## src/rtl/ssmv_pkg.sv

```systemverilog
// ----------------------------------------------------------------------------
// ssmv_pkg
// shared types and constants of the symmetric sparse matvec block
// ----------------------------------------------------------------------------
package ssmv_pkg;
   localparam int MaxDim = 1024;
   localparam int Vectors = 4;
   localparam int RowW = $clog2(MaxDim);
   localparam int VecW = (Vectors > 1) ? $clog2(Vectors) : 1;
   localparam int AddrW = VecW + RowW;
   localparam int Depth = Vectors * MaxDim;
   localparam int XW = 32;
   localparam int AccW = 48;
   localparam int YW = AccW + 1;

   localparam logic [1:0] REQ_LOAD = 2'd0;
   localparam logic [1:0] REQ_ENTRY = 2'd1;
   localparam logic [1:0] REQ_READ = 2'd2;

   localparam logic [0:0] CSR_DIMENSION = 1'd0;
   localparam logic [0:0] CSR_NUM_VECTORS = 1'd1;

   localparam logic signed [AccW-1:0] AccMax = {1'b0, {(AccW-1){1'b1}}};
   localparam logic signed [AccW-1:0] AccMin = {1'b1, {(AccW-1){1'b0}}};

   typedef struct packed {
      logic [1:0] req_type;
      logic [RowW-1:0] row_index;
      logic [RowW-1:0] col_index;
      logic [1:0] vector_select;
      logic signed [XW-1:0] value;
   } req_type_type;

   typedef struct packed {
      logic status;
      logic signed [AccW-1:0] y_value;
      logic saturated;
   } rsp_type;
endpackage

```

## src/rtl/ssmv_mac.sv

```systemverilog
// ----------------------------------------------------------------------------
// ssmv_mac
// q16.16 product register and round half up; accumulate lies in the caller
// ----------------------------------------------------------------------------
module ssmv_mac (
   input  logic                            clock,
   input  logic signed [ssmv_pkg::XW-1:0]  a,
   input  logic signed [ssmv_pkg::XW-1:0]  b,
   output logic signed [ssmv_pkg::AccW:0]  prod_rnd
);
   import ssmv_pkg::*;
   logic signed [2*XW-1:0] prod_ff, prod_in;

   // product register
   assign prod_in = a * b;
   always_ff @(posedge clock) begin
      prod_ff <= prod_in;
   end

   // round half up: floor((p + 2^15) / 2^16), fits 49 bits
   logic signed [2*XW:0] t;
   assign t = {prod_ff[2*XW-1], prod_ff} + (2*XW+1)'(32768);
   assign prod_rnd = t[AccW+16:16];
endmodule

```

## config.mk

```make
export PLATFORM = sky130hd
export DESIGN_NAME = ssmv_mac
export DESIGN_NICKNAME = d
export VERILOG_FILES = /design/src/rtl/ssmv_pkg.sv /design/src/rtl/ssmv_mac.sv
export SDC_FILE = /design/constraint.sdc
export NUM_CORES = 2
export LEC_CHECK = 0
export ABC_AREA = 1
export ABC_CLOCK_PERIOD_IN_PS = 7800
export BUFFER_PORTS_ARGS = -buffer_cell sky130_fd_sc_hd__buf_2
export CAP_MARGIN = 20
export CORE_ASPECT_RATIO = 1.5
export CORE_MARGIN = 10
export CORE_UTILIZATION = 61
export CTS_CLUSTER_DIAMETER = 80
export DETAILED_ROUTE_END_ITERATION = 10
export PLACE_DENSITY = 0.82
export SLEW_MARGIN = 40
export SYNTH_ARGS = -nofsm -noshare
export SYNTH_HDL_FRONTEND = slang
export SYNTH_SLANG_ARGS = --single-unit
```

## constraint.sdc

```tcl
create_clock -name clock -period 7.8 [get_ports clock]
set_clock_uncertainty 0.15 [all_clocks]
set_input_delay 1.56 -clock clock [delete_from_list [all_inputs] [get_ports clock]]
set_output_delay 1.56 -clock clock [all_outputs]
set_load 0.1 [all_outputs]
```

==> impl_summary.md <==
Floorplanning
The floorplan step defined a die boundary enclosing 77600 um2. The count of pins on the block boundary is 114. The die is 231 um wide.

The core area is 65800 um2. The initial utilization of the core area, before any placement, comes to 61.8%. The total number of placement rows is 115.

The height of the die is 336 um.

Status
The flow ran to the end, but the final reports show violations. The checks that failed: setup timing.

Placed design
The routability congestion estimate is 0.979. The count of buffers added on input and output ports is 113. The HPWL after detailed placement is 109000 um.

Worst setup path
The worst setup path endpoint is prod_ff[60]$_DFF_P_. The path type of the worst setup path is in2reg. The worst setup path is captured at a flop.

The cell repeated most along the worst path is sky130_fd_sc_hd__fa_1. The biggest fanout along the worst timing path is 9. The critical-path cell with the highest stage delay is sky130_fd_sc_hd__fa_2. Tracing the worst setup path back leads to its startpoint at a[31]. The largest single stage delay on the critical path is 0.65 ns. STA puts the critical path data required time at 7.86 ns. The arrival time reported for the critical path endpoint is 8.09 ns.

The startpoint type of the worst setup path is a primary input.

STA
The minimum clock period after layout is 8.03 ns. Setup violations remaining at the end of the flow were counted as 37. The final period utilization is 103%.

The measured slew at the worst slew-check pin is 0.726 ns. Across all setup checks in the final design, the least slack found is -0.231 ns. Headroom to the max-slew limit came out at 51.5%. The count of pins over their slew limit is 0. Timing would allow up to 125 MHz.

Setup repair after global routing could not meet its margin everywhere. The number of hold violations in the final report is 0.

Detailed routing
The first detailed-routing pass took 8 iterations. The first routing iteration left 3298 violations. The post-detailed-routing wire length is 137000 um. The DRC violation count after routing is 0. Using the TritonRoute via totals, the vias-per-cell ratio works out to 5.53. The average wire per cell in the routed design is 20.9 um.

The routed layout has 36.4k vias. The detail route stage leaves a number of antenna-violating nets equal to 0.

Cells and area
The number of nets in the finished design is 7024. The largest registers in the layout are prod_ff: 49 flops. The register bank with the most flops is prod_ff.

The flip-flop count of the largest register, all copies and words added is 49. Fill cells in the final layout number 4280. In the final layout, the share of cells above drive strength 1 is 20.2%. The library cell used most frequently in the layout, excluding fill and tap cells, is sky130_fd_sc_hd__inv_1. The top cell types in the final layout, fill and taps aside, are sky130_fd_sc_hd__inv_1 (1625), sky130_fd_sc_hd__nand2_1 (1364), sky130_fd_sc_hd__fa_1 (1011).

From synthesis to final layout, the design area changed by 21.5%. The share of the core filled with cells in the final layout is 75.1%.

Global routing
The via count of the first global-routing pass is 39.1k. The maximum number of pins on one net before global-route repair is 24. The initial antenna violation count is 4. The first global-routing pass estimated 199000 um of wire. Global routing consumed, over all layers together, 32.8% of the routing resources. The sum of overflow across all layers after global routing is 0.

Clocking
Clock-pin slew was measured on the worst setup and hold paths at 0.08 ns. The number of buffers created by CTS is 5. The TritonCTS sink count is 49. The cell sitting at the root of the clock tree is a sky130_fd_sc_hd__clkbuf_16.

TritonCTS built the clock tree. The longest clock path from root to sink contains 2 buffers. The H-tree depth reported by CTS is 2.

Synth
The net count after synthesis is 6584. After synthesis, flip-flops and latches occupy 2.41% of the total area. In the synthesized netlist, the number of instances is 5257. Dividing the synthesized area by the synthesized cell count gives 7.73 um2.

The synthesized design contains 49 register bits. The number of different library cells used by synthesis comes to 31. Summing every instance area after synthesis gives 40700 um2. The synthesis warning total is 0.

Worst hold path
The worst hold path belongs to the class in2reg. Counting instances, the worst hold path has a depth of 11.

Job
The number of max-cap violations is 0.
## final cells by class
cell class                 count  area, um2  area share, %
multi-input combinational   3316      34900           70.7
inverter                    1700       6400           13.0
timing repair buffer         625       5840           11.8
tap                          877       1100           2.22
sequential                    49        981           1.99
clock buffer                   5        125          0.253
clock inverter                 3       21.3         0.0431
antenna                        5       12.5         0.0253
## worst min path at each step
stage / startpoint / end / slack, ns
after floorplan: a[0] / prod_ff[21]$_DFF_P_ / 1.91
after CTS: b[0] / prod_ff[41]$_DFF_P_ / 2.26
after global routing: b[0] / prod_ff[53]$_DFF_P_ / 2.38
after detailed placement: prod_ff[35]$_DFF_P_ / prod_rnd[19] / 2.14
after global placement: prod_ff[22]$_DFF_P_ / prod_rnd[6] / 2.14
final: b[0] / prod_ff[41]$_DFF_P_ / 2.29
## metrics by stage
stage | cells | setup slack [ns] | area, um2 | TNS [ns] | hold WS (ns)
3_5_place_dp | 6506 | -0.871 | 45700 | -24.33 | 2.14
3_3_place_gp | 6506 | -0.746 | 45700 | -20.61 | 2.14
4_1_cts | 6530 | -0.0656 | 46700 | -0.356 | 2.26
6_report | 6580 | -0.231 | 49400 | -2.76 | 2.29
5_1_grt | 6579 | -0.420 | 49400 | -9.02 | 2.38
2_1_floorplan | 5257 | -0.274 | 40900 | -2.79 | 1.91
## layer usage
metal,track usage [%],share of wire [%],up-vias
met2,60.0,51,2194
met5,0,0,-
met1,35.0,31,18001
met3,3.53,7.9,862
li1,-,-,15340
met4,22.5,10,0
## critical path, delay by kind of cell
| family | cells | cell delay, ns |
|---|---|---|
| compound gates | 4 | 0.78 |
| fa+ha+maj | 9 | 4.56 |
| simple gates | 5 | 0.38 |
| buf+inv | 8 | 0.78 |
## cells by family (layout without fill, tap and decap cells)
kind of cell	count (synthesis)	count (layout)	synth area share, %
buffers and inverters	1892	2333	17.5
adders and majority gates	1262	1262	58.8
DFF	49	49	2.41
AOI/OAI and AO/OA	123	123	1.62
other	0	5	0
xor gates and xnor gates	80	80	1.72
and+or+nand+nor	1851	1851	18.0
## synthesized netlist by cell type
master | number | area (um2)
sky130_fd_sc_hd__nor2_4 | 4 | 45.0
sky130_fd_sc_hd__nand3_1 | 79 | 395
sky130_fd_sc_hd__nor2_1 | 186 | 698
sky130_fd_sc_hd__nor3_4 | 3 | 48.8
sky130_fd_sc_hd__inv_2 | 5 | 18.8
sky130_fd_sc_hd__nand3_2 | 2 | 20.0
sky130_fd_sc_hd__o21bai_1 | 9 | 67.6
sky130_fd_sc_hd__nand4_1 | 20 | 125
sky130_fd_sc_hd__nand2_1 | 1490 | 5590
sky130_fd_sc_hd__inv_1 | 1695 | 6360
sky130_fd_sc_hd__nand2_2 | 4 | 25.0
sky130_fd_sc_hd__o21ai_0 | 34 | 170
sky130_fd_sc_hd__nor2_2 | 1 | 6.26
sky130_fd_sc_hd__buf_1 | 1 | 3.75
sky130_fd_sc_hd__a41oi_1 | 1 | 8.76
sky130_fd_sc_hd__o21a_1 | 1 | 7.51
sky130_fd_sc_hd__xnor2_1 | 19 | 166
sky130_fd_sc_hd__or2_2 | 7 | 43.8
sky130_fd_sc_hd__a21oi_1 | 73 | 365
sky130_fd_sc_hd__nand3b_1 | 4 | 30.0
sky130_fd_sc_hd__nor4b_1 | 1 | 8.76
sky130_fd_sc_hd__xor2_1 | 61 | 534
sky130_fd_sc_hd__a21o_1 | 4 | 30.0
sky130_fd_sc_hd__ha_1 | 181 | 2260
sky130_fd_sc_hd__clkbuf_1 | 191 | 717
sky130_fd_sc_hd__o31ai_1 | 1 | 7.51
sky130_fd_sc_hd__nor3_1 | 33 | 165
sky130_fd_sc_hd__and2_1 | 1 | 6.26
sky130_fd_sc_hd__dfxtp_1 | 49 | 981
sky130_fd_sc_hd__fa_1 | 1081 | 21600
sky130_fd_sc_hd__nor4_1 | 16 | 100
## repair_timing
item / in CTS / in global routing
setup endpoints to repair: 44 / 47
gates cloned: 2 / 14
gates resized for setup: 188 / 594
hold buffers: 0 / 0
endpoints found under the hold margin: 0 / 0
buffers inserted: 14 / 32
pin swaps: 28 / 231
Power is not shown: default switching activity piles up to over one toggle a cycle in this logic, so the estimate is an artifact.
