--- src/rtl/ssmv_ram.sv ---
// ----------------------------------------------------------------------------
// ssmv_ram
// generic single port ram with registered read
// ----------------------------------------------------------------------------
module ssmv_ram #(
   parameter int Width = 8,
   parameter int Depth = 16
) (
   input  logic                     clock,
   input  logic                     we,
   input  logic [$clog2(Depth)-1:0] addr,
   input  logic [Width-1:0]         wdata,
   output logic [Width-1:0]         rdata
);
   logic [Width-1:0] mem [Depth];

   // registered read, a write returns the old word
   always_ff @(posedge clock) begin
      if (we) begin
         mem[addr] <= wdata;
      end
      rdata <= mem[addr];
   end
endmodule

--- config.mk ---
export PLATFORM = sky130hd
export DESIGN_NAME = ssmv_ram
export DESIGN_NICKNAME = d
export VERILOG_FILES = /design/src/rtl/ssmv_ram.sv
export SDC_FILE = /design/constraint.sdc
export NUM_CORES = 1
export LEC_CHECK = 0
export ABC_CLOCK_PERIOD_IN_PS = 1900
export BUFFER_PORTS_ARGS = -buffer_cell sky130_fd_sc_hd__buf_2
export CORE_MARGIN = 4
export CORE_UTILIZATION = 60
export DETAILED_ROUTE_END_ITERATION = 10
export GPL_TIMING_DRIVEN = 1
export PLACE_DENSITY = 0.78
export SLEW_MARGIN = 20
export SYNTH_ARGS = -nofsm -noshare
export SYNTH_HDL_FRONTEND = slang
export SYNTH_SLANG_ARGS = --single-unit
--- constraint.sdc ---
create_clock -name clock -period 1.9 [get_ports clock]
set_clock_uncertainty 0.1 [all_clocks]
set_input_delay 0.095 -clock clock [delete_from_list [all_inputs] [get_ports clock]]
set_output_delay 0.095 -clock clock [all_outputs]
set_load 0.05 [all_outputs]
==> results of run 1 <==
sequential cells by signal, indices dropped and copies added, names as in the netlist:
signal  cells
rdata       8
mem       128
metrics by stage:
stage / worst slack (ns) / hold slack (ns) / instance area [um2]
2_1_floorplan: 0.2120 / 0.09387 / 5067
3_3_place_gp: 0.3512 / 0.3739 / 5431
3_5_place_dp: 0.3053 / 0.3942 / 5431
4_1_cts: 0.4475 / 0.09165 / 5998
5_1_grt: 0.3068 / 0.1500 / 5998
6_report: 0.4195 / 0.1332 / 5998
kinds of logic after synthesis:
group | synth area share [%]
AOI/OAI and AO/OA | 2.370
buffers and inverters | 1.185
DFF | 79.01
muxes | 14.22
and+or+nand+nor | 3.210
routing by layer:
| layer | part of all wire, % | wire length, um | vias up |
|---|---|---|---|
| met5 | 0 | 0 | - |
| met4 | 1.1 | 102 | 0 |
| met3 | 5.5 | 499 | 12 |
| met2 | 51 | 4593 | 64 |
| met1 | 43 | 3861 | 1233 |
| li1 | - | - | 1075 |
critical path: stages (launching register included):
cell      delay (ns)
edfxtp_1        0.37
mux4_2          0.46
a22oi_1         0.34
nand2_1         0.09
cell type report:
class / count / share of cell area, %
Sequential cell: 136 / 66.75
Tap cell: 105 / 2.190
Clock inverter: 12 / 1.022
Clock buffer: 20 / 7.092
Multi-Input combinational cell: 83 / 16.73
Timing Repair Buffer: 49 / 6.216
power by group through the flow:
stage | Combinational, W | Clock [W] | Sequential (W)
after CTS | 0.000400 | 0.00270 | 0.00338
after global routing | 0.000427 | 0.00285 | 0.00338
after detailed placement | 0.000382 | 0 | 0.00344
after floorplan | 0.000173 | 0 | 0.00350
after global placement | 0.000373 | 0 | 0.00343
final | 0.000395 | 0.00266 | 0.00338
worst min path at each step:
stage | from | endpoint | slack [ns] | cells after the start
2_1_floorplan | wdata[0] | mem[0][0]$_DFFE_PP_ | 0.09 | 0
3_3_place_gp | wdata[3] | mem[7][3]$_DFFE_PP_ | 0.37 | 1
3_5_place_dp | wdata[0] | mem[5][0]$_DFFE_PP_ | 0.39 | 1
4_1_cts | addr[2] | rdata[1]$_DFF_P_ | 0.09 | 4
5_1_grt | addr[3] | rdata[1]$_DFF_P_ | 0.15 | 4
6_report | addr[2] | rdata[6]$_DFF_P_ | 0.13 | 5
cells in the final DEF, fill, tap and decap left out, drive strengths merged, types with 4 or more instances in the layout:
cell,netlist,layout
dfxtp,8,8
a22oi,16,16
clkbuf,3,20
edfxtp,128,128
clkinv,0,11
nor3,4,4
nand2,9,9
dlygate4sd3,0,8
nor2,13,13
mux4,32,32
buf,8,41
==> results.yml, run 1 <==
synthesis:
  avgSynthCellArea_um2: 22.03
  synth_ff_type: "edfxtp_1"
  synth_common_cells: "edfxtp_1 (128), mux4_2 (32), a22oi_1 (16)"
  syn-num-nets: 244
  synth_area_leaders: "edfxtp_1 (76%), mux4_2 (14%), dfxtp_1 (3.2%)"
  async_flop_share_pct: 0
  yosys_register_bits: 136
  yosys.area.top_type_share_pct: 75.85
  ys_types: 18
  syn_area_mm2: 0.005067
  synth-edff-count: 128
  yosys_warnings: 0
  synth_top_area_cell: "edfxtp_1"
  ys_seq_area_share_pct: 79.01
  syn_inst: 230
  post-synth-top-count-cell: "edfxtp_1"
min_path:
  min_path_type: "primary input to flop"
grt:
  grt_overflow_total: 0
  grt.met3_usage_pct: 6.880
  use_met1_pct: 27.81
  grt_max_degree: 40
  grt_pass1_wl_um: 14520
  antenna_found_initial: 0
  grt_pass1_vias: 2570
  grt_use_total_pct: 20.53
  top_usage_layer: "met2"
  use_met2_pct: 32.07
clocking:
  cts_resized: 0
  insertion_delay_ns: 0.51
  cts_tree: "built"
  post-cts-setup-buffer-count: 0
  clockRootBuffer: "clkbuf_8"
  cts_sinks: 136
  cts_made_buffers: 17
  ctsHoldBuffers: 8
  clk_pin_slew_ns: 0.06
  clockBufferDepth: 2
  h-tree-depth: 4
timing:
  final_max_slew_viol_count: 0
  setup_viol: 0
  setup-tns-final_ns: 0
  min_period_ns: 1.481
  maxSlewHeadroom_pct: 62.32
  rsz0062_at_grt: "no"
  max_freq_mhz: 675.4
  worstMarginPinSlew_ns: 0.5640
  hold_viol: 0
  period_share_pct: 77.92
final_layout:
  area_growth_pct: 18.37
  seqCellArea_mm2: 0.004004
  fillers: 468
  finalNetCount: 301
  num_antenna_cells: 0
  stdcell_count: 405
  drive_gt1_share_pct: 33.00
  final_util_pct: 73.00
  multi_input_area_mm2: 0.001003
outcome:
  status: "finished, final reports clean"
detailed_routing:
  vias_per_cell: 5.886
  route.antenna.remaining_nets: 0
  drtIter0Drc: 111
  vias: 2384
  wl_per_cell_um: 22.36
  post-route-drc-count: 0
  first_pass_iters: 4
  wirelength_um: 9056
pwr:
  clkPwrFrac_pct: 41.3
  p_leak_nw: 2.012
  cellPowerDensity_mw_per_mm2: 1071
  p_total_w: 0.006427
  switching_share_pct: 21.10
  switchingPower_w: 0.001356
  pwr-share-seq_pct: 52.5
  p_int_w: 0.005071
  vdd_drop_max_mv: 0.9759
  combPwrFrac_pct: 6.1
setup_path:
  crit_fanout: 1
  arrival_ns: 1.77
  critical_path.startpoint: "mem[3][2]$_DFFE_PP_"
  required_ns: 2.19
  crit_type: "flop to flop"
  r2r_slack_ns: 0.42
  cp-endpoint: "rdata[2]$_DFF_P_"
  reg2reg_to: "rdata[2]$_DFF_P_"
  start_kind: "flop"
  reg2regPathDepth: 3
  cp-end-kind: "flop"
  r2r-start: "mem[3][2]$_DFFE_PP_"
placed_design:
  dp_hpwl_um: 5705
  dp_cells: 365
  port_buffers: 21
  gp_congestion: 0.7556
floorplanning:
  die_area_mm2: 0.009980
  pin_count: 22
  rows: 33
  start_util_pct: 61.67
  coreArea_mm2: 0.008217
  fp.dieW_um: 99.90
  fp.dieH_um: 99.90
run:
  maxCapViolations: 0
(Power assumes the default switching activity.)
==> run 2: changes to the inputs <==
--- a/config.mk
+++ b/config.mk
@@ -5,7 +5,8 @@
 export SDC_FILE = /design/constraint.sdc
 export NUM_CORES = 1
 export LEC_CHECK = 0
-export ABC_CLOCK_PERIOD_IN_PS = 1900
+export ABC_AREA = 1
+export ABC_CLOCK_PERIOD_IN_PS = 1400
 export BUFFER_PORTS_ARGS = -buffer_cell sky130_fd_sc_hd__buf_2
 export CORE_MARGIN = 4
 export CORE_UTILIZATION = 60
==> constraint.sdc (replaced) <==
create_clock -name clock -period 1.4 [get_ports clock]
set_clock_uncertainty 0.1 [all_clocks]
set_input_delay 0.07 -clock clock [delete_from_list [all_inputs] [get_ports clock]]
set_output_delay 0.07 -clock clock [all_outputs]
set_load 0.05 [all_outputs]
==> run 2 against run 1 <==
Critical path depth decreased by 2; global-route usage increased by 2.9 points; hold slack got worse by 0.064 ns; via count increased by 61%; final area increased by 12%; setup slack got worse by 0.29 ns; combinational power increased by 74%.
==> results.yml, run 2 <==
timing:
  setup-tns-final_ns: 0
  setup_viol: 0
  rsz0062_at_grt: "no"
  maxSlewHeadroom_pct: 73.77
  final_max_slew_viol_count: 0
  max_freq_mhz: 788.2
  worstMarginPinSlew_ns: 0.3934
  period_share_pct: 90.62
  holdWs_ns: 0.06880
  hold_viol: 0
  min_period_ns: 1.269
  setup_ws_ns: 0.1313
floorplanning:
  fp.dieW_um: 104.5
  fp.dieH_um: 104.5
  pin_count: 22
  start_util_pct: 62.90
  die_area_mm2: 0.01093
  coreArea_mm2: 0.008891
  rows: 34
synthesis:
  synth_ff_type: "edfxtp_1"
  yosys.area.top_type_share_pct: 68.72
  async_flop_share_pct: 0
  yosys_register_bits: 136
  avgSynthCellArea_um2: 10.21
  yosys_warnings: 0
  syn_inst: 548
  ys_seq_area_share_pct: 71.59
  syn_area_mm2: 0.005593
  syn-num-nets: 562
  synth-edff-count: 128
  synth_area_leaders: "edfxtp_1 (69%), nand2_1 (23%), dfxtp_1 (2.9%)"
  ys_types: 11
  synth_top_area_cell: "edfxtp_1"
  synth_common_cells: "nand2_1 (346), edfxtp_1 (128), inv_1 (21)"
  post-synth-top-count-cell: "nand2_1"
grt:
  grt_use_total_pct: 23.48
  antenna_found_initial: 0
  grt_max_degree: 23
  grt_overflow_total: 0
  grt_pass1_vias: 3892
  grt_pass1_wl_um: 19390
clocking:
  post-cts-setup-buffer-count: 0
  cts_made_buffers: 17
  insertion_delay_ns: 0.52
  cts_tree: "built"
  clk_pin_slew_ns: 0.06
  ctsHoldBuffers: 8
  cts_sinks: 136
  clockRootBuffer: "clkbuf_8"
  h-tree-depth: 4
  cts_resized: 0
  clockBufferDepth: 2
final_layout:
  area_growth_pct: 20.00
  drive_gt1_share_pct: 14.42
  mostFrequentLayoutCells: "nand2_1 (346), edfxtp_1 (128), buf_4 (22)"
  final_util_pct: 75.49
  num_antenna_cells: 0
  finalNetCount: 618
  largest_reg_flops: 128
  mostFrequentLayoutCell: "nand2_1"
  reg_top3: "mem x128, rdata x8"
  largest-register: "mem"
setup_path:
  cp_slowest_stage_delay_ns: 0.32
  start_kind: "flop"
  cp_num_cells: 1
  crit_type: "flop to output port"
  reg2regPathDepth: 8
  cp-end-kind: "output port"
  arrival_ns: 1.10
  crit_buf_inv: 1
  critPathSlowestCell: "dfxtp_1"
  crit_chain: "buf_2"
  crit_fanout: 1
  critical_path.top_delay_family: "flip-flops"
  required_ns: 1.23
placed_design:
  dp_hpwl_um: 7309
  gp_congestion: 0.8655
  port_buffers: 21
  pre_cts_ws_ns: 0.02174
detailed_routing:
  wirelength_um: 12170
  vias: 3839
  post-route-drc-count: 0
  vias_per_cell: 5.295
  first_pass_iters: 5
  route.antenna.remaining_nets: 0
  wl_per_cell_um: 16.79
  drtIter0Drc: 405
min_path:
  min_path_cells: 7
  min_path_type: "primary input to flop"
pwr:
  p_leak_nw: 2.912
  cellPowerDensity_mw_per_mm2: 1436
  vdd_drop_max_mv: 0.8828
run:
  maxCapViolations: 0
outcome:
  status: "finished, final reports clean"
==> run 2: changes by cell type in the layout (fill, tap and decap cells not counted), sizes merged, moves of 9 or more <==
| cell | previous run | this run |
|---|---|---|
| buf | 41 | 50 |
| mux4 | 32 | 0 |
| nand2 | 9 | 346 |
| a22oi | 16 | 0 |
| inv | 0 | 26 |
==> run 2: report_power, final <==
group / switching [W] / total [W] / internal (W)
clock: 0.00165 / 0.00437 / 0.00272
sequential: 0.0000241 / 0.00458 / 0.00455
combinational: 0.000499 / 0.000688 / 0.000189
total: 0.00217 / 0.00963 / 0.00747
==> run 2: final timing paths <==
path / start / endpoint / slack (ns)
worst max register to register: mem[7][7]$_DFFE_PP_ / rdata[7]$_DFF_P_ / 0.22
worst max-delay path: rdata[3]$_DFF_P_ / rdata[3] / 0.13
worst min-delay path: addr[2] / rdata[5]$_DFF_P_ / 0.07
worst min register to register: mem[2][2]$_DFFE_PP_ / rdata[2]$_DFF_P_ / 0.63
==> run 2: metal layers <==
layer | vias up | wire [um] | track usage [%]
met2 | 186 | 6163 | 39.85
met1 | 1777 | 4885 | 29.66
li1 | 1861 | - | -
met4 | 0 | 149 | 8.737
met5 | - | 0 | 0
met3 | 15 | 975 | 5.425
==> run 2: per-stage QoR <==
step	total power [W]	cells	instance area [um2]
global route	0.009955	725	6711
CTS	0.009660	725	6711
floorplan	0.005073	548	5613
detailed placement	0.005314	685	6042
global placement	0.005297	685	6042
finish	0.009635	725	6711
==> run 2: layout make-up <==
cell class | count | area [um2]
clock buffer | 18 | 417.9
clock inverter | 14 | 171.4
fill | 553 | 2180
inverter | 23 | 86.33
multi-input combinational | 368 | 1406
sequential | 136 | 4004
tap | 108 | 135.1
timing repair buffer | 58 | 490.5
==> run 2: cells by family (layout without fill, tap and decap cells) <==
family        count (synthesis)  after routing  synth area share, %
buf+inv                      44            113                3.624
simple gates                368            368                24.79
flops                       136            136                71.59
